$ cat src/hdl/kps_ram.sv
// generic single-write, single-read ram with registered read data
`default_nettype none
module kps_ram #(
	parameter int WIDTH = 32,
	parameter int DEPTH = 16
) (
	input  wire logic                     clk,
	input  wire logic                     we,
	input  wire logic [$clog2(DEPTH)-1:0] waddr,
	input  wire logic [WIDTH-1:0]         wdata,
	input  wire logic [$clog2(DEPTH)-1:0] raddr,
	output logic      [WIDTH-1:0]         rdata
);

	logic [WIDTH-1:0] mem_q [DEPTH];

	always_ff @(posedge clk) begin
		if (we) begin
			mem_q[waddr] <= wdata;
		end
		rdata <= mem_q[raddr];
	end

endmodule
`default_nettype wire

$ cat config.mk
export PLATFORM = sky130hd
export DESIGN_NAME = kps_ram
export DESIGN_NICKNAME = d
export VERILOG_FILES = /design/src/hdl/kps_ram.sv
export SDC_FILE = /design/constraint.sdc
export NUM_CORES = 1
export LEC_CHECK = 0
export BUFFER_PORTS_ARGS = -buffer_cell sky130_fd_sc_hd__buf_2
export CORE_MARGIN = 8
export CORE_UTILIZATION = 55
export DETAILED_ROUTE_END_ITERATION = 10
export HOLD_SLACK_MARGIN = 0.02
export PLACE_DENSITY = 0.82
export SLEW_MARGIN = 20
export SYNTH_ARGS = -nofsm -noshare
export SYNTH_HDL_FRONTEND = slang
export SYNTH_SLANG_ARGS = --single-unit
$ cat constraint.sdc
create_clock -name clk -period 5.3 [get_ports clk]
set_input_delay 1.59 -clock clk [delete_from_list [all_inputs] [get_ports clk]]
set_output_delay 1.59 -clock clk [all_outputs]
set_load 0.03 [all_outputs]
---- Yosys cells after proc, flatten, opt, wreduce, memory -nomap -nowiden ----
Memories as Yosys holds them, arrays and structs flattened. A register that Yosys moved wholly into a read port is not among the register bits.
Cells that the tools add are included.
W data, S select, Z words.
storage, ports and cells
  register bits ........................... 0
  logic and storage cells ................. 3
  memory bits (writable) .................. 512
  memories ................................ 1
memories
  name   depth  bits a word  rd ports  clocked after Yosys merged registers in  wr ports  line  source
  mem_q  16     32           1         1                                        1         15    logic [WIDTH-1:0] mem_q [DEPTH];
operators by class
  mux-type cells .......................... 2
operators by type and width
  operator  count
  $mux W1   2

---- Depth between registers and ports, before layout ----
  word-level depth ........................ 2
  depth in mapped cells ................... 5

---- Worst setup path after synthesis ----
Ideal clock, no wire load.
  kind .................................... input -> register
  start ................................... input waddr[2]
  end ..................................... memory mem_q[0][0] (enable)
  stages on the path ...................... 2
  data arrival time ....................... 4308 ps
  library setup time ...................... 461 ps
  slack ................................... 530 ps
  cell sequence ........................... or3b_2 > nor3_1
RTL lines
  what         line  source
  from (decl)  9     input wire logic [$clog2(DEPTH)-1:0] waddr,
  to (decl)    15
No word-level cell before the write port.

==> flow_summary.ini <==
[setup_path]
crit_family = buffers and inverters
critPathBufInv = 2
worstPathRequired_ns = 5.75
path_max_fanout = 55
cp.depth = 5
start_kind = primary input
slowest_stage = mux4_2
slowest_delay_ns = 0.59
r2r_cells = 3
cp.arrival_ns = 3.59
crit_type = primary input to register
crit_chain = clkbuf_8 > buf_4 > mux4_2 > a22oi_1 > nand2_1
end_kind = register

[power_and_ir_drop]
p_int_mw = 7.17
p_switching_mw = 1.88
ir_worst_vdd_mv = 0.302
share_comb_of_total_power = 0.053
swShare = 0.208
cellPowerDensity_nw_per_um2 = 398
seqPwrFrac = 0.536
power_leakage_nw = 7.35
power_mw = 9.05
clock_power_share = 0.412

[clock_tree]
clkSinkCount = 544
numCtsBuffers = 51
cts_hold_buf = 0
clockBufferDepth = 3
clk_pin_slew_worst_paths_ns = 0.06
clock-root-buffer = clkbuf_16
cts_resized = 0
h-tree-depth = 2
cts_tree = yes
clk_latency_ns = 0.56
post_cts_buffers = 0

[global_routing]
grt_usage = 0.206
antenna_found_initial = 5
overflow = 0
grt_pass1_vias = 9910
grt_pass1_wl_mm = 63.7
grt_max_degree = 65

[synthesis]
netlist_top_cells_count = edfxtp_1, mux4_2, a22oi_1, nand2_1, dfxtp_1
synthAdderAreaFrac = 0
synth_most_common_cell = edfxtp_1
synth.distinct_cells = 18
synth_nets = 880
netlist_area_um2 = 19900
synth_top_area_cell = edfxtp_1
yosysSeqAreaShare = 0.807
yosys_most_used_dff = edfxtp_1
synth_seq_cells = 544
async_reset_ff_frac = 0
synthSimpleGateAreaFrac = 0.0127
netlist_top_cells_area = edfxtp_1, mux4_2, dfxtp_1
yosys_warnings = 0
syn-instance-count = 838
synthMuxAreaShare = 0.145
syn_avg_cell_area_um2 = 23.7
synth-compound-area-share = 0.0242
synth_top_cell_area_share = 0.774
synth_xor_xnor_area_share = 0
synth-edff-count = 512
synth_top_family_by_area = multiplexers

[route]
wirelength_mm = 43.4
drt-pass1-iter-count = 5
drc = 0
num_vias = 9360
detail-route-antenna-nets = 0
drt_iter0_drc = 926
drt-wirelength-per-cell_um = 29.9
vias_per_cell = 6.45

[timing]
timing.fmax_ghz = 0.318
tightest_slew_ns = 1.07
finalSetupViolCount = 0
post-route-min-period_ns = 3.15
rsz0062_at_grt = false
fin_skew_ns = 0.0229
relSlewSlack = 0.288
tns_ns = 0
drv_slew = 0
min_period_over_period = 0.594
hold_ws_ns = 0.667
hold_violations = 0

[die]
die-width_um = 206
coreArea_um2 = 35600
dieArea_um2 = 42400
rows = 69
die_y_um = 206
start_util = 0.558
io_pins = 74

[finish]
syn2layout_area_growth_pct = 14.6
finalNetCount = 989
multi_input_area_um2 = 3750
seq_area_um2 = 16000
drive_gt1_frac = 0.331
n_fill_cell = 2233

[flow_run]
drv_cap = 0

[worst_hold_path]
hold_class = register to register
hold_depth = 3

[place]
gp_congestion = 0.712
numPortBuffers = 73
hpwl_mm = 22.1

[run_status]
status = completed
==> worst min-delay path, stage by stage (launching register included) <==
cell	delay, ns
edfxtp_1	0.32
mux4_2	0.22
a22oi_1	0.05
nand2_1	0.05
==> cell usage in the layout (no fill, tap or decap), drive strengths merged <==
cell type,n
a22oi,64
and2,1
buf,98
bufinv,7
clkbuf,64
clkinv,23
clkinvlp,1
dfxtp,32
diode,2
edfxtp,512
inv,1
mux4,128
nand2,33
nand2b,2
nand3,1
nand3b,2
nor2,13
nor2b,2
nor3,4
or3b,1
==> logic make-up after synthesis <==
group | count (synthesis)
DFF | 544
muxes | 128
buffers and inverters | 43
AOI/OAI and AO/OA | 64
and+or+nand+nor | 59
==> sequential cells by signal, summed over array words and instances (netlist names) <==
name and flops:
mem_q 512, rdata 32
==> metrics by stage <==
step / area, µm² / worst slack (ns) / instances / util
final: 22800 / 2.15 / 1452 / 0.640
after global routing: 22800 / 1.99 / 1452 / 0.640
after CTS: 22700 / 2.10 / 1447 / 0.638
after detailed placement: 21000 / 1.54 / 1352 / 0.590
after global placement: 20900 / 1.59 / 1349 / 0.587
after floorplan: 19900 / 0.530 / 838 / -
==> layer usage <==
metal / part of all wire / track usage
met1: 0.37 / 0.260
met2: 0.52 / 0.348
met3: 0.076 / 0.0381
met4: 0.041 / 0.0920
met5: 0.00090 / 0
==> layout make-up <==
cell class,count,area share
clock inverter,32,0.0148
antenna,2,0.000220
sequential,544,0.704
clock buffer,63,0.0604
multi-input combinational,251,0.165
timing repair buffer,99,0.0305
tap,461,0.0254
==> final timing paths <==
check	start	to	slack, ns
max	raddr[0]	rdata[14]	2.15
min	mem_q[14][31]	rdata[31]	0.67
min reg2reg	mem_q[14][31]	rdata[31]	0.67
max reg2reg	mem_q[8][0]	rdata[0]	3.81
==> power by group through the flow <==
stage          clock (mW)  combinational [mW]  sequential [mW]
3_3_place_gp            0               0.453             4.93
3_5_place_dp            0               0.471             4.93
2_1_floorplan           0               0.231             4.98
4_1_cts              3.75               0.479             4.85
6_report             3.72               0.479             4.84
5_1_grt              3.92               0.508             4.85
(Power assumes the default switching activity.)
