$ cat src/hdl/kps_pkg.sv
// shared constants, payload types and control codes of the keyframe pose sampler
`default_nettype none
package kps_pkg;

	localparam int MAX_KEYS  = 64;
	localparam int FRAC_BITS = 16;
	localparam int LANES     = 4;
	localparam int LANE_W    = $clog2(LANES);
	localparam int ROWS      = MAX_KEYS / LANES;
	localparam int ROW_W     = $clog2(ROWS);
	localparam int KEY_W     = $clog2(MAX_KEYS);
	localparam int CNT_W     = KEY_W + 1;
	localparam int SLOT_W    = 6;
	localparam int COUNT_W   = 7;
	localparam int DATA_W    = 32;
	localparam int VAL_W     = LANES * DATA_W;
	localparam int Q_W       = DATA_W + 2;
	localparam int QUO_W     = FRAC_BITS + 1;
	localparam int DIV_STEPS = FRAC_BITS + 1;
	localparam int DIVC_W    = $clog2(DIV_STEPS + 1);
	localparam int PROD_W    = DATA_W + 1 + QUO_W + 1;
	localparam int MAG_W     = 30;
	localparam int SQ_W      = 2 * MAG_W;
	localparam int SUM_W     = SQ_W + 2;
	localparam int ROOT_W    = SUM_W / 2;
	localparam int EPS_TICKS = (1 << FRAC_BITS) / 10000;
	localparam int CFG_IDX_W = 2;

	localparam logic [CFG_IDX_W-1:0] REG_KEY_COUNT = CFG_IDX_W'(0);
	localparam logic [CFG_IDX_W-1:0] REG_ROT_MODE  = CFG_IDX_W'(1);

	localparam logic MODE_LOAD  = 1'b0;
	localparam logic MODE_QUERY = 1'b1;

	localparam logic [1:0] ST_INTERP = 2'd0;
	localparam logic [1:0] ST_HELD   = 2'd1;
	localparam logic [1:0] ST_CLAMP  = 2'd2;

	typedef struct packed {
		logic              mode;
		logic [SLOT_W-1:0] key_slot;
		logic [31:0]       sample_time;
		logic [31:0]       comp_x;
		logic [31:0]       comp_y;
		logic [31:0]       comp_z;
		logic [31:0]       comp_w;
	} cmd_t;

	typedef struct packed {
		logic [31:0]       pose_x;
		logic [31:0]       pose_y;
		logic [31:0]       pose_z;
		logic [31:0]       pose_w;
		logic [SLOT_W-1:0] segment_found;
		logic [1:0]        status;
	} result_t;

	typedef enum logic [3:0] {
		L_NOP,
		L_LOAD_A,
		L_LOAD_B,
		L_MUL,
		L_LERP,
		L_MAG,
		L_SHR,
		L_SHL,
		L_SQUARE
	} lane_op_t;

	typedef struct packed {
		lane_op_t         op;
		logic             div_start;
		logic             div_own;
		logic [31:0]      num;
		logic [31:0]      den;
		logic [QUO_W-1:0] f;
	} lane_ctrl_t;

	typedef enum logic [3:0] {
		S_IDLE,
		S_SRD,
		S_SCMP,
		S_VRD,
		S_VA,
		S_VB,
		S_DIV,
		S_MUL,
		S_LERP,
		S_CHK,
		S_NMAX,
		S_NSHIFT,
		S_SUM,
		S_SQS,
		S_SQRT,
		S_NDIV
	} state_t;

endpackage
`default_nettype wire

$ cat src/hdl/kps_search_lane.sv
// one search lane: does the query time fall inside this lane's segment
`default_nettype none
module kps_search_lane import kps_pkg::*; (
	input  wire logic        en,
	input  wire logic [31:0] lo,
	input  wire logic [31:0] hi,
	input  wire logic [31:0] t,
	output logic             hit
);

	assign hit = en && (lo <= t) && (t <= hi);

endmodule
`default_nettype wire

$ cat config.mk
export PLATFORM = sky130hd
export DESIGN_NAME = kps_search_lane
export DESIGN_NICKNAME = d
export VERILOG_FILES = /design/src/hdl/kps_pkg.sv /design/src/hdl/kps_search_lane.sv
export SDC_FILE = /design/constraint.sdc
export NUM_CORES = 1
export LEC_CHECK = 0
export ABC_AREA = 1
export BUFFER_PORTS_ARGS = -buffer_cell sky130_fd_sc_hd__buf_2
export CAP_MARGIN = 5
export CELL_PAD_IN_SITES_DETAIL_PLACEMENT = 1
export CELL_PAD_IN_SITES_GLOBAL_PLACEMENT = 1
export CORE_MARGIN = 4
export CORE_UTILIZATION = 33
export DETAILED_ROUTE_END_ITERATION = 8
export GPL_TIMING_DRIVEN = 0
export PLACE_DENSITY_LB_ADDON = 0.1
export SYNTH_ARGS = -nofsm -noshare
export SYNTH_HDL_FRONTEND = slang
export SYNTH_SLANG_ARGS = --single-unit
$ cat constraint.sdc
create_clock -name vclk -period 2.8
set_clock_uncertainty 0.1 [all_clocks]
set_input_delay 0.56 -clock vclk [all_inputs]
set_output_delay 0.56 -clock vclk [all_outputs]
set_load 0.01 [all_outputs]
Yosys cells after proc, flatten, opt, wreduce, memory -nomap -nowiden
Index checks and enable logic that the tools add are counted. W data, S select, Z words.

$add $sub $neg: 0. Multipliers: 0. Div/mod/pow operators: 0. $lt $le $gt $ge: 2. Eq/ne operators: 0. Shifts and indexed selects: 0. Mux-type cells: 0. Bitwise operators: 0. Reductions and logical operators: 2.

Operators by type and width (number): $le A32 B32 Y1 (2); $logic_and A1 B1 Y1 (2).

Register bits: 0. Latch bits: 0. Memory bits (writable): 0. Memory bits (read-only): 0. Bits of input ports: 97. Output and inout bits: 1. Word-level logic and storage cells: 4. Memories kept: 0.

Logic depth before layout (Yosys ltp)
Depth after elaboration: 3. Depth in mapped cells: 16. Depth with buffers taken out: 16.

Worst setup path after synthesis
OpenSTA, ideal clock, no wires.

Kind: input -> output. Start: input port hi[15]. End: output port hit. Data arrival time: 1.599 ns. Required time: 2.140 ns. Slack: 0.541 ns. Cell stages on the path: 7. Path buffers: 0. Cell sequence: inv_1 -> ha_1 -> nand2_2 -> nor4_4 -> and3b_1 -> a21oi_1 -> nor2_1.

Cells in the longest elaborated chain, start to end: 2.

RTL lines: start, declared (line kps_search_lane.sv:6) `input wire logic [31:0] hi,`; $le A32 B32 Y1 (line kps_search_lane.sv:11) `assign hit = en && (lo <= t) && (t <= hi);`; $logic_and A1 B1 Y1 (line kps_search_lane.sv:11); end, declared (line kps_search_lane.sv:8) `output logic hit`.

Every way passes these cells.

Worst setup path in the final report
Start: input port t[11]. End: output port hit.

Cells in the longest elaborated chain, start to end: 3. Elaborated cells between the ends (all ways): 4. Classes of those cells: order compare: 2; reduce/logical: 2.

RTL lines: start, declared (line kps_search_lane.sv:7) `input wire logic [31:0] t,`; $le A32 B32 Y1 (line kps_search_lane.sv:11); $logic_and A1 B1 Y1 (line kps_search_lane.sv:11); $logic_and A1 B1 Y1 (*) (line kps_search_lane.sv:11).

Mark *: on every way between the ends. The rest lies on a longest branch, timed or not.

==> results.md <==
- Status: finished clean
- Final setup viols: 0
- Setup Buffers After CTS: 0
- Seq_cells: 0
- Post-CTS resize count: 0
- Logic pwr share: 100.0%
- Fin Hold WS: 1.35 ns
- Final worst-path cycle share: about nine tenths
- Setup_tns: 0 ns
- Final WS setup: 0.251 ns
- Die width: ~80 um
- YS warnings: 0
- Sequential share of the synthesized area: 0%
- Starting density of the core: 34.0%
- Switching portion of total power: 51.6%
- Worst EP required: 2.14 ns
- Post-Synth XOR/XNOR Area: 0%
- Num ports: 98
- Fin. max-slew vios: 0
- Iteration-0 DRC Markers: 19
- WHS Path Cells: 4
- Die area: 0.00645 sq mm
- Post-Synth Simple-Gate Area: a little under a quarter
- Register Area: 0 sq um
- Total gr overflow: 0
- Maximum vdd ir drop: 45.6 uV
- Peak Freq: 0.392 GHz
- MaxCap Viol Count: 0
- Post-CTS Hold Buffers: 0
- Clkbuf count: 0
- Post-synthesis mux area share: 0%
- Mean area per synthesized cell: 6.18 sq um
- Area of the mapped netlist: 0.00173 sq mm
- Pwr Total: 296 uW
- Total track usage: 13.9%
- Sequential Power Share: 0%
- Cell variety after synth: 18
- Headroom to the max-slew limit: 85.7%
- Final Hold Vio Count: 0
- Vias: 1975
- Antenna Nets Post-Route: 0
- Critical path arrival: about 1.9 ns
- Metal3 WL: 304 um
- Synth Area in Adders: 46.4%
- Post-synth net total: 440
- Slew @ Worst Pin: 0.213 ns
- Final wirelength: 4540 um
- Largest family of logic cells by synthesized area: adder cells
- Hold WC Path Type: input pin to output port
- CP Launch Type: input pin
- Die height: 80.3 um
- RSZ-0062 raised after global routing: no
- Tmin final: 2.55 ns
- CP Class: input pin to output port
- Leak pwr: 1.58 nW
- Layout cells sized above 1: 28.6%
- Area of the core: 0.00507 sq mm
- First-pass GRT wire length: ~7600 um
- DRC: 0
- Nets: between 500 and 600
- Post-Route Utilization: 45.4%
- RD Place Congestion: 0.783
- Wl on met1: 1780 um
- Clk network pwr share: 0%
- DR pass1 iterations: 4
- Rows: 26
- Vias per cell: ~4.4
- DR WL met2: 2440 um
- Internal power: ~140 uW
- DR WL/cell: 10.2 um
- Area grow syn2layout: 33.5%
- P per Cell Area: 129 mW/mm^2
- Fillers: 741
- P_sw: 153 uW
- Compound-cell area share of the yosys netlist: 12.8%
- Initial antenna violation count: 0
- Place WS: 0.206 ns
- Vias in the first global route: between 1500 and 2000
- # port buffers: 98
- Post-DP HPWL: 4540 um
- Crit Path Max Fanout: 3
- Critical Path Sink Type: output port
- Top Metal Used: met4
- Largest net degree at the start of global routing: 4
- Inserted Diodes: 0
- Cells after synthesis: ~280
==> metal layers <==
metal / vias to the layer above / global-route usage [%]
met5: - / 0
met2: 51 / 28.5
met1: 846 / 15.9
met4: 0 / 0.507
li1: 1076 / -
met3: 2 / 1.35
==> worst max-delay path, cell delays in order <==
cell and delay, ns:
buf_2 0.09, inv_1 0.05, ha_1 0.31, a21oi_1 0.16, nand2_1 0.07, a21oi_1 0.13, nand2_1 0.08, nand2_1 0.06
nand2_1 0.05, nand2_1 0.05, nand2_1 0.04, nor2_1 0.09, buf_2 0.15
==> metrics by stage <==
step | std cells | area (sq um)
final | 447 | 2300
after global routing | 447 | 2300
after CTS | 447 | 2300
after detailed placement | 447 | 2300
after global placement | 447 | 2300
after floorplan | 279 | 1730
==> area by class of cell <==
cell class | count | area (sq um) | share of cell area, %
Multi-Input combinational cell | 201 | 1430 | 62.2
Timing Repair Buffer | 98 | 490 | 21.3
Inverter | 78 | 293 | 12.7
Tap cell | 70 | 87.6 | 3.80
==> synthesized netlist by cell type (all sizes together) <==
cell type | n | share of area (%)
inv | 78 | 17
ha | 64 | 46
o21a | 3 | 1.3
nand3 | 3 | 0.87
a21o | 2 | 0.87
o21ai | 6 | 1.7
nand4 | 4 | 1.5
and3b | 1 | 0.51
nor3 | 1 | 0.29
a21oi | 30 | 8.9
nand2 | 68 | 15
nor4 | 1 | 1.2
nor2 | 18 | 4.4
==> worst paths after layout <==
| kind | start | endpoint | slack [ns] |
|---|---|---|---|
| min | en | hit | 1.35 |
| max | t[11] | hit | 0.25 |
==> power groups by stage <==
stage	registers [mW]	clock network [mW]	logic, mW
6_report	0	0	0.296
5_1_grt	0	0	0.357
4_1_cts	0	0	0.305
3_5_place_dp	0	0	0.303
3_3_place_gp	0	0	0.291
2_1_floorplan	0	0	0.180
==> layout by cell type, fill, tap and decap left out, drive strengths merged, types with 2 or more instances in the layout <==
| cell type | Yosys | layout |
|---|---|---|
| buf | 0 | 98 |
| inv | 78 | 78 |
| a21oi | 30 | 30 |
| ha | 64 | 64 |
| nand2 | 68 | 68 |
| nand3 | 3 | 3 |
| nor2 | 18 | 18 |
| a21o | 2 | 2 |
| o21a | 3 | 3 |
| nand4 | 4 | 4 |
| o21ai | 6 | 6 |
==> cell families (layout without fill, tap and decap cells) <==
kind of cell    Yosys count  count (layout)
fa+ha+maj                64              64
buf+inv                  78             176
compound gates           41              41
simple gates             96              96
Note: power is estimated with default switching activity, not from simulation.
