[src/hdl/kps_pkg.sv]
// shared constants, payload types and control codes of the keyframe pose sampler
`default_nettype none
package kps_pkg;

	localparam int MAX_KEYS  = 64;
	localparam int FRAC_BITS = 16;
	localparam int LANES     = 4;
	localparam int LANE_W    = $clog2(LANES);
	localparam int ROWS      = MAX_KEYS / LANES;
	localparam int ROW_W     = $clog2(ROWS);
	localparam int KEY_W     = $clog2(MAX_KEYS);
	localparam int CNT_W     = KEY_W + 1;
	localparam int SLOT_W    = 6;
	localparam int COUNT_W   = 7;
	localparam int DATA_W    = 32;
	localparam int VAL_W     = LANES * DATA_W;
	localparam int Q_W       = DATA_W + 2;
	localparam int QUO_W     = FRAC_BITS + 1;
	localparam int DIV_STEPS = FRAC_BITS + 1;
	localparam int DIVC_W    = $clog2(DIV_STEPS + 1);
	localparam int PROD_W    = DATA_W + 1 + QUO_W + 1;
	localparam int MAG_W     = 30;
	localparam int SQ_W      = 2 * MAG_W;
	localparam int SUM_W     = SQ_W + 2;
	localparam int ROOT_W    = SUM_W / 2;
	localparam int EPS_TICKS = (1 << FRAC_BITS) / 10000;
	localparam int CFG_IDX_W = 2;

	localparam logic [CFG_IDX_W-1:0] REG_KEY_COUNT = CFG_IDX_W'(0);
	localparam logic [CFG_IDX_W-1:0] REG_ROT_MODE  = CFG_IDX_W'(1);

	localparam logic MODE_LOAD  = 1'b0;
	localparam logic MODE_QUERY = 1'b1;

	localparam logic [1:0] ST_INTERP = 2'd0;
	localparam logic [1:0] ST_HELD   = 2'd1;
	localparam logic [1:0] ST_CLAMP  = 2'd2;

	typedef struct packed {
		logic              mode;
		logic [SLOT_W-1:0] key_slot;
		logic [31:0]       sample_time;
		logic [31:0]       comp_x;
		logic [31:0]       comp_y;
		logic [31:0]       comp_z;
		logic [31:0]       comp_w;
	} cmd_t;

	typedef struct packed {
		logic [31:0]       pose_x;
		logic [31:0]       pose_y;
		logic [31:0]       pose_z;
		logic [31:0]       pose_w;
		logic [SLOT_W-1:0] segment_found;
		logic [1:0]        status;
	} result_t;

	typedef enum logic [3:0] {
		L_NOP,
		L_LOAD_A,
		L_LOAD_B,
		L_MUL,
		L_LERP,
		L_MAG,
		L_SHR,
		L_SHL,
		L_SQUARE
	} lane_op_t;

	typedef struct packed {
		lane_op_t         op;
		logic             div_start;
		logic             div_own;
		logic [31:0]      num;
		logic [31:0]      den;
		logic [QUO_W-1:0] f;
	} lane_ctrl_t;

	typedef enum logic [3:0] {
		S_IDLE,
		S_SRD,
		S_SCMP,
		S_VRD,
		S_VA,
		S_VB,
		S_DIV,
		S_MUL,
		S_LERP,
		S_CHK,
		S_NMAX,
		S_NSHIFT,
		S_SUM,
		S_SQS,
		S_SQRT,
		S_NDIV
	} state_t;

endpackage
`default_nettype wire

[src/hdl/kps_comp_lane.sv]
// one component lane: lerp multiply, magnitude shifts, square and restoring divider
`default_nettype none
module kps_comp_lane import kps_pkg::*; (
	input  wire logic                    clk,
	input  wire logic                    arst_n,
	input  wire lane_ctrl_t              ctrl,
	input  wire logic        [31:0]      comp,
	output logic             [Q_W-1:0]   q,
	output logic             [Q_W-1:0]   mag,
	output logic             [SQ_W-1:0]  sq,
	output logic             [QUO_W-1:0] quo,
	output logic                         div_busy,
	output logic             [31:0]      norm_out
);

	localparam logic [PROD_W-1:0] HALF_Q = PROD_W'(64'd1 << (FRAC_BITS - 1));

	logic [31:0]              a_q;
	logic [31:0]              b_q;
	logic signed [PROD_W-1:0] prod_q;
	logic [Q_W-1:0]           q_q;
	logic [Q_W-1:0]           mag_q;
	logic                     neg_q;
	logic [SQ_W-1:0]          sq_q;

	logic [31:0]              rem_q;
	logic [31:0]              den_q;
	logic [QUO_W-1:0]         dvd_q;
	logic [QUO_W-1:0]         quo_q;
	logic [DIVC_W-1:0]        cnt_q;
	logic                     run_q;

	logic signed [DATA_W:0]   diff;
	logic signed [PROD_W-1:0] prod_c;
	logic signed [PROD_W-1:0] rnd;
	logic signed [PROD_W-1:0] shr;
	logic [Q_W-1:0]           q_c;
	logic [31:0]              num_v;
	logic [32:0]              rem2;
	logic                     ge;
	logic [32:0]              rem_n;

	assign diff   = $signed({b_q[31], b_q}) - $signed({a_q[31], a_q});
	assign prod_c = PROD_W'(diff) * PROD_W'($signed({1'b0, ctrl.f}));
	assign rnd    = prod_q + $signed(HALF_Q);
	assign shr    = rnd >>> FRAC_BITS;
	assign q_c    = Q_W'($signed(a_q)) + shr[Q_W-1:0];

	assign num_v = ctrl.div_own ? mag_q[31:0] : ctrl.num;
	assign rem2  = {rem_q, dvd_q[QUO_W-1]};
	assign ge    = rem2 >= {1'b0, den_q};
	assign rem_n = ge ? (rem2 - {1'b0, den_q}) : rem2;

	assign q        = q_q;
	assign mag      = mag_q;
	assign sq       = sq_q;
	assign quo      = quo_q;
	assign div_busy = run_q;
	assign norm_out = neg_q ? (32'd0 - 32'(quo_q)) : 32'(quo_q);

	always_ff @(posedge clk) begin
		unique case (ctrl.op)
			L_LOAD_A: a_q    <= comp;
			L_LOAD_B: b_q    <= comp;
			L_MUL:    prod_q <= prod_c;
			L_LERP:   q_q    <= q_c;
			L_MAG: begin
				neg_q <= q_q[Q_W-1];
				mag_q <= q_q[Q_W-1] ? (Q_W'(0) - q_q) : q_q;
			end
			L_SHR:    mag_q  <= mag_q >> 1;
			L_SHL:    mag_q  <= mag_q << 1;
			L_SQUARE: sq_q   <= SQ_W'(mag_q[MAG_W-1:0]) * SQ_W'(mag_q[MAG_W-1:0]);
			default: begin
			end
		endcase
	end

	// restoring divide of (num << FRAC_BITS) by den, num never above den
	always_ff @(posedge clk or negedge arst_n) begin
		if (!arst_n) begin
			run_q <= 1'b0;
			cnt_q <= '0;
		end else if (ctrl.div_start) begin
			run_q <= 1'b1;
			cnt_q <= DIVC_W'(DIV_STEPS);
		end else if (run_q) begin
			cnt_q <= cnt_q - DIVC_W'(1);
			if (cnt_q == DIVC_W'(1)) begin
				run_q <= 1'b0;
			end
		end
	end

	always_ff @(posedge clk) begin
		if (ctrl.div_start) begin
			rem_q <= {1'b0, num_v[31:1]};
			dvd_q <= {num_v[0], {FRAC_BITS{1'b0}}};
			den_q <= ctrl.den;
			quo_q <= '0;
		end else if (run_q) begin
			rem_q <= rem_n[31:0];
			dvd_q <= dvd_q << 1;
			quo_q <= {quo_q[QUO_W-2:0], ge};
		end
	end

endmodule
`default_nettype wire

[config.mk]
export PLATFORM = sky130hd
export DESIGN_NAME = kps_comp_lane
export DESIGN_NICKNAME = d
export VERILOG_FILES = /design/src/hdl/kps_pkg.sv /design/src/hdl/kps_comp_lane.sv
export SDC_FILE = /design/constraint.sdc
export NUM_CORES = 2
export LEC_CHECK = 0
export ABC_CLOCK_PERIOD_IN_PS = 12200
export BUFFER_PORTS_ARGS = -buffer_cell sky130_fd_sc_hd__buf_2
export CAP_MARGIN = 20
export CORE_MARGIN = 10
export CORE_UTILIZATION = 35
export CTS_CLUSTER_DIAMETER = 100
export CTS_CLUSTER_SIZE = 25
export DETAILED_ROUTE_END_ITERATION = 8
export PLACE_DENSITY_LB_ADDON = 0.08
export SYNTH_ARGS = -nofsm -noshare
export SYNTH_HDL_FRONTEND = slang
export SYNTH_SLANG_ARGS = --single-unit
[constraint.sdc]
create_clock -name clk -period 12.2 [get_ports clk]
set_input_delay 2.44 -clock clk [delete_from_list [all_inputs] [get_ports clk]]
set_output_delay 2.44 -clock clk [all_outputs]
set_load 0.05 [all_outputs]
# After elaboration in Yosys (flattened, before gate mapping)

Cells that the tools add are included.
W data, S select, Z words.

Register bits: 331
Output and inout bits: 178
Logic and storage cells: 49

Reduce and logical (&&, ||, !) cells: 2
Equal/unequal tests: 9
$mul: 2
Order comparisons: 1
Multiplexer cells: 14
Add/subtract/negate cells: 7

Operators with widths:

| cell                     | number |
|---|---|
| $pmux W34 S3             | 1 |
| $mux W32                 | 3 |
| $mux W31                 | 2 |
| $mul A30 B30 Y60         | 1 |
| $add A50 B17 Y50 const B | 1 |
| $mul A33 B18 Y50         | 1 |
| $add A34 B34 Y34         | 1 |
| $mux W17                 | 2 |
| $mux W34                 | 1 |
| $sub A1 B34 Y34 const A  | 1 |
| $ge A33 B32 Y1           | 1 |
| $sub A32 B32 Y33         | 1 |
| $sub A32 B32 Y32         | 1 |
| $sub A1 B17 Y18 const A  | 1 |
| $eq A4 B3 Y1 const B     | 4 |
| $mux W5                  | 2 |
| $eq A4 B2 Y1 const B     | 2 |
| $eq A5 B1 Y1 const B     | 1 |
| $sub A5 B1 Y5 const B    | 1 |
| $eq A4 B1 Y1 const B     | 1 |
| $eq A4 B4 Y1 const B     | 1 |
| $mux W1                  | 3 |
| $reduce_bool A3 Y1       | 1 |
| $reduce_bool A2 Y1       | 1 |

# Logic depth before layout (Yosys ltp)

Depth after elaboration: 4
Gate-level depth with buffers: 37

# Worst setup path before layout

OpenSTA, ideal clock, no wires.

Kind: input -> register
Start: in ctrl[83] in the netlist's numbering
End: reg sq_q[0], in the netlist sq[0], enable pin
Slack: 2,411 ps
Buffers on the path: 3
Stages on the path: 4
Arrival: 9,144 ps
Cell sequence: clkbuf_1 clkbuf_1 clkbuf_1 nor4b_1

Word-level cells in the longest chain between the ends: 1

Ends and longest elaborated chain:

| what                 | RTL line            | RTL |
|---|---|---|
| from (decl)          | kps_comp_lane.sv:6  | `input wire lane_ctrl_t ctrl,` |
| $eq A4 B4 Y1         | kps_comp_lane.sv:62 | `unique case (ctrl.op)` |
| to (signal assigned) | kps_comp_lane.sv:73 | `L_SQUARE: sq_q <= SQ_W'(mag_q[MAG_W-1:0]) * SQ_W'(mag_q[MAG_W-1:0]);` |
| to (decl)            | kps_comp_lane.sv:24 | `logic [SQ_W-1:0] sq_q;` |

Every way passes these cells.
A chain may end at the register's enable or synchronous reset.

# Worst setup path in the final report

Start: reg a_q[15]
End: reg prod_q[44], data pin

Word-level cells in the longest chain between the ends: 2

Ends and longest elaborated chain:

| what                   | RTL line            | RTL |
|---|---|---|
| from (decl)            | kps_comp_lane.sv:18 | `logic [31:0] a_q;` |
| from (signal assigned) | kps_comp_lane.sv:63 | `L_LOAD_A: a_q <= comp;` |
| $sub A32 B32 Y33       | kps_comp_lane.sv:43 | `assign diff = $signed({b_q[31], b_q}) - $signed({a_q[31], a_q});` |
| $mul A33 B18 Y50       | kps_comp_lane.sv:44 | `assign prod_c = PROD_W'(diff) * PROD_W'($signed({1'b0, ctrl.f}));` |
| net prod_c[44]         | kps_comp_lane.sv:34 | `logic signed [PROD_W-1:0] prod_c;` |
| to (signal assigned)   | kps_comp_lane.sv:65 | `L_MUL: prod_q <= prod_c;` |
| to (decl)              | kps_comp_lane.sv:20 | `logic signed [PROD_W-1:0] prod_q;` |

The timed path passes the listed nets, and every way through them passes these cells.

==> results_dict.tcl <==
set metrics [dict create \
    outcome "finished clean" \
    antenna_found_initial 16 \
    grt.total_usage 0.198 \
    postSynthAreaPerCell_um2 9.43 \
    nets 8670 \
    yosysTopAreaCellShare 0.385 \
    startpoint_type "flip-flop" \
    ys_seq_elements 315 \
    r2r_cells 28 \
    viasPerCell 4.88 \
    ys_seq_area_frac 0.146 \
    portBuffers 297 \
    cp_common_cell "fa_1" \
    synth.area.top_cells "fa_1 39%, edfxtp_1 14%, ha_1 9.4%, inv_1 9.3%, and2_1 4.1%" \
    fin_crit_sh 0.820 \
    drc 0 \
    synthArstFlopShare 0.0190 \
    cts.repair.resized 0 \
    max_freq_ghz 0.100 \
    postCtsHoldBufs 0 \
    vias 45088 \
    synth_mux_area_frac 0.0121 \
    clock_skew_ps 30.7 \
    reg2reg_to "prod_q[44]" \
    critPathKind "reg2reg" \
    slowest_stage "a2111oi_0" \
    hp-start "rem_q[31]" \
    grt_pass1_vias 49004 \
    yosys-top-cells-count "1,571 x inv_1, 1,222 x fa_1, 634 x nand2_1, 477 x ha_1, 418 x and2_1" \
    clock_path_buffers 3 \
    die_height_um 446 \
    finalHoldViolations 0 \
    cp-endpoint "prod_q[44]" \
    yosysUniqueCellTypes 82 \
    wire_per_inst_um 21.4 \
    clk_pin_slew_ps 100 \
    synth_fa_ha_area_frac 0.480 \
    drtIter0Drc 2498 \
    final_layout_size_suffix_gt1_frac 0.0701 \
    numClockSinks 315 \
    r2r-start "a_q[15]" \
    max_slew_margin 0.253 \
    slew_viol_final 0 \
    end_kind "flip-flop" \
    maxCapViolCount 0 \
    h-tree-depth 1 \
    synth_area_um2 63500 \
    synth_most_common_cell "inv_1" \
    clk_latency_ps 630 \
    yosys_warnings 0 \
    post_cts_buffers 0 \
    ant_nets 0 \
    cp_max_fo 31 \
    core_area_um2 181000 \
    place_congestion 0.858 \
    yosys.area.top_type "fa_1" \
    hold_class "reg2reg" \
    multi_input_area_um2 47200 \
    slowest_delay_ps 1030 \
    numCtsBuffers 21 \
    netlist_instances 6733 \
    synthFlopType "edfxtp_1" \
    synth_edf_count 291 \
    synth_xor_area_frac 0.0397 \
    critPathArrivalTime_ps 10370 \
    hpwl_mm 160 \
    synth_top_family_by_area "adder cells" \
    num_rows 156 \
    worst_pin_slew_ps 1120 \
    first_pass_iters 6 \
    synth-compound-area-share 0.0761 \
    grt_pass1_wl_mm 303 \
    setup_violations 0 \
    min_period_ps 10000 \
    fillerInstances 18400 \
    gr-total-overflow 0 \
    die_w_um 446 \
    dieArea_um2 199000 \
    synthToLayoutAreaGrowth_pct 7.72 \
    rsz0062_at_grt "no" \
    cts_tree "yes" \
    synth-simple-area-share 0.135 \
    worstSetupStartpoint "a_q[15]" \
    top_level_ports 299 \
    tns_ps 0 \
    clock-root-buffer "clkbuf_16" \
    final-seq-area_um2 9250 \
    worst-endpoint-required_ps 12570 \
    grt_start_max_net_pins 69 \
    start_util 0.351 \
    rrSetupSlack_ps 2200 \
    wl_mm 198 \
    syn-num-nets 8553 \
]
[worst min-delay path by stage]
stage / depth (start not counted) / to / slack (ps)
final: 2 / rem_q[31] / 510
after global routing: 2 / rem_q[31] / 530
after CTS: 2 / rem_q[31] / 500
after detailed placement: 2 / rem_q[31] / 480
after global placement: 2 / rem_q[31] / 480
after floorplan: 2 / rem_q[31] / 460
[metal layers]
layer  vias to the layer above  track usage  share of wire
met5                         -            0              0
met1                     23298        0.256           0.44
met3                       161       0.0153          0.029
met4                         0       0.0456          0.026
met2                       694        0.359           0.51
li1                      20935            -              -
[state kept, by name (all words and copies together), names as in the netlist, 5 cells and up]
signal,flops
q,34
mag,34
a_q,32
quo,17
b_q,32
sq,59
prod_q,35
den_q,32
rem_q,32
cnt_q,5
[kinds of logic after synthesis]
group,count (synthesis)
mux,76
flops,315
fa+ha+maj,1699
compound gates,750
simple gates,1723
buf+inv,1881
other cells,1
xor+xnor,288
[layout by cell type, fill, tap and decap left out, types with 20 or more instances in the layout]
cell / count
o21a_1: 27
o21ai_1: 22
nand2b_1: 51
inv_1: 1571
xnor2_1: 176
buf_2: 296
a31oi_1: 25
and2_1: 418
a21o_1: 99
nand4_1: 36
clkbuf_16: 21
mux2i_1: 72
nor4_1: 20
a21oi_1: 226
o21bai_1: 27
fa_1: 1222
buf_4: 95
nand3_1: 79
o31ai_1: 24
nand2_1: 634
o21ai_0: 111
ha_1: 477
xor2_1: 106
a211oi_1: 61
nor3_1: 40
edfxtp_1: 291
nor2b_1: 78
and3_1: 32
nor2_1: 248
[metrics by stage]
stage	instances	setup slack, ps	util	area (um2)	hold slack [ps]
floorplan	6733	2410	-	63500	460
global placement	9194	2250	0.374	67600	481
detailed placement	9195	2190	0.374	67600	484
CTS	9233	2160	0.378	68300	501
global route	9238	1640	0.379	68400	534
finish	9242	2200	0.379	68400	506
[worst max-delay path, delay by kind of cell, from the launching register on]
family | cells | cell delay [ps]
AOI/OAI and AO/OA | 10 | 4230
adders and majority gates | 8 | 4040
and+or+nand+nor | 4 | 660
DFF | 1 | 380
buffers and inverters | 5 | 240
xor gates and xnor gates | 1 | 160
[layout make-up]
type | instances | area share
diodes | 7 | 0.000256
clock buffers | 24 | 0.00785
clock inverters | 14 | 0.00271
inverters | 1581 | 0.0868
multi-input cells | 4537 | 0.691
flip-flops and latches | 315 | 0.135
well taps | 2370 | 0.0434
repair buffers | 394 | 0.0331
Power is left out: the tool's default activity adds up to more than one toggle a clock period on the data nets, which glitch-free logic cannot reach.
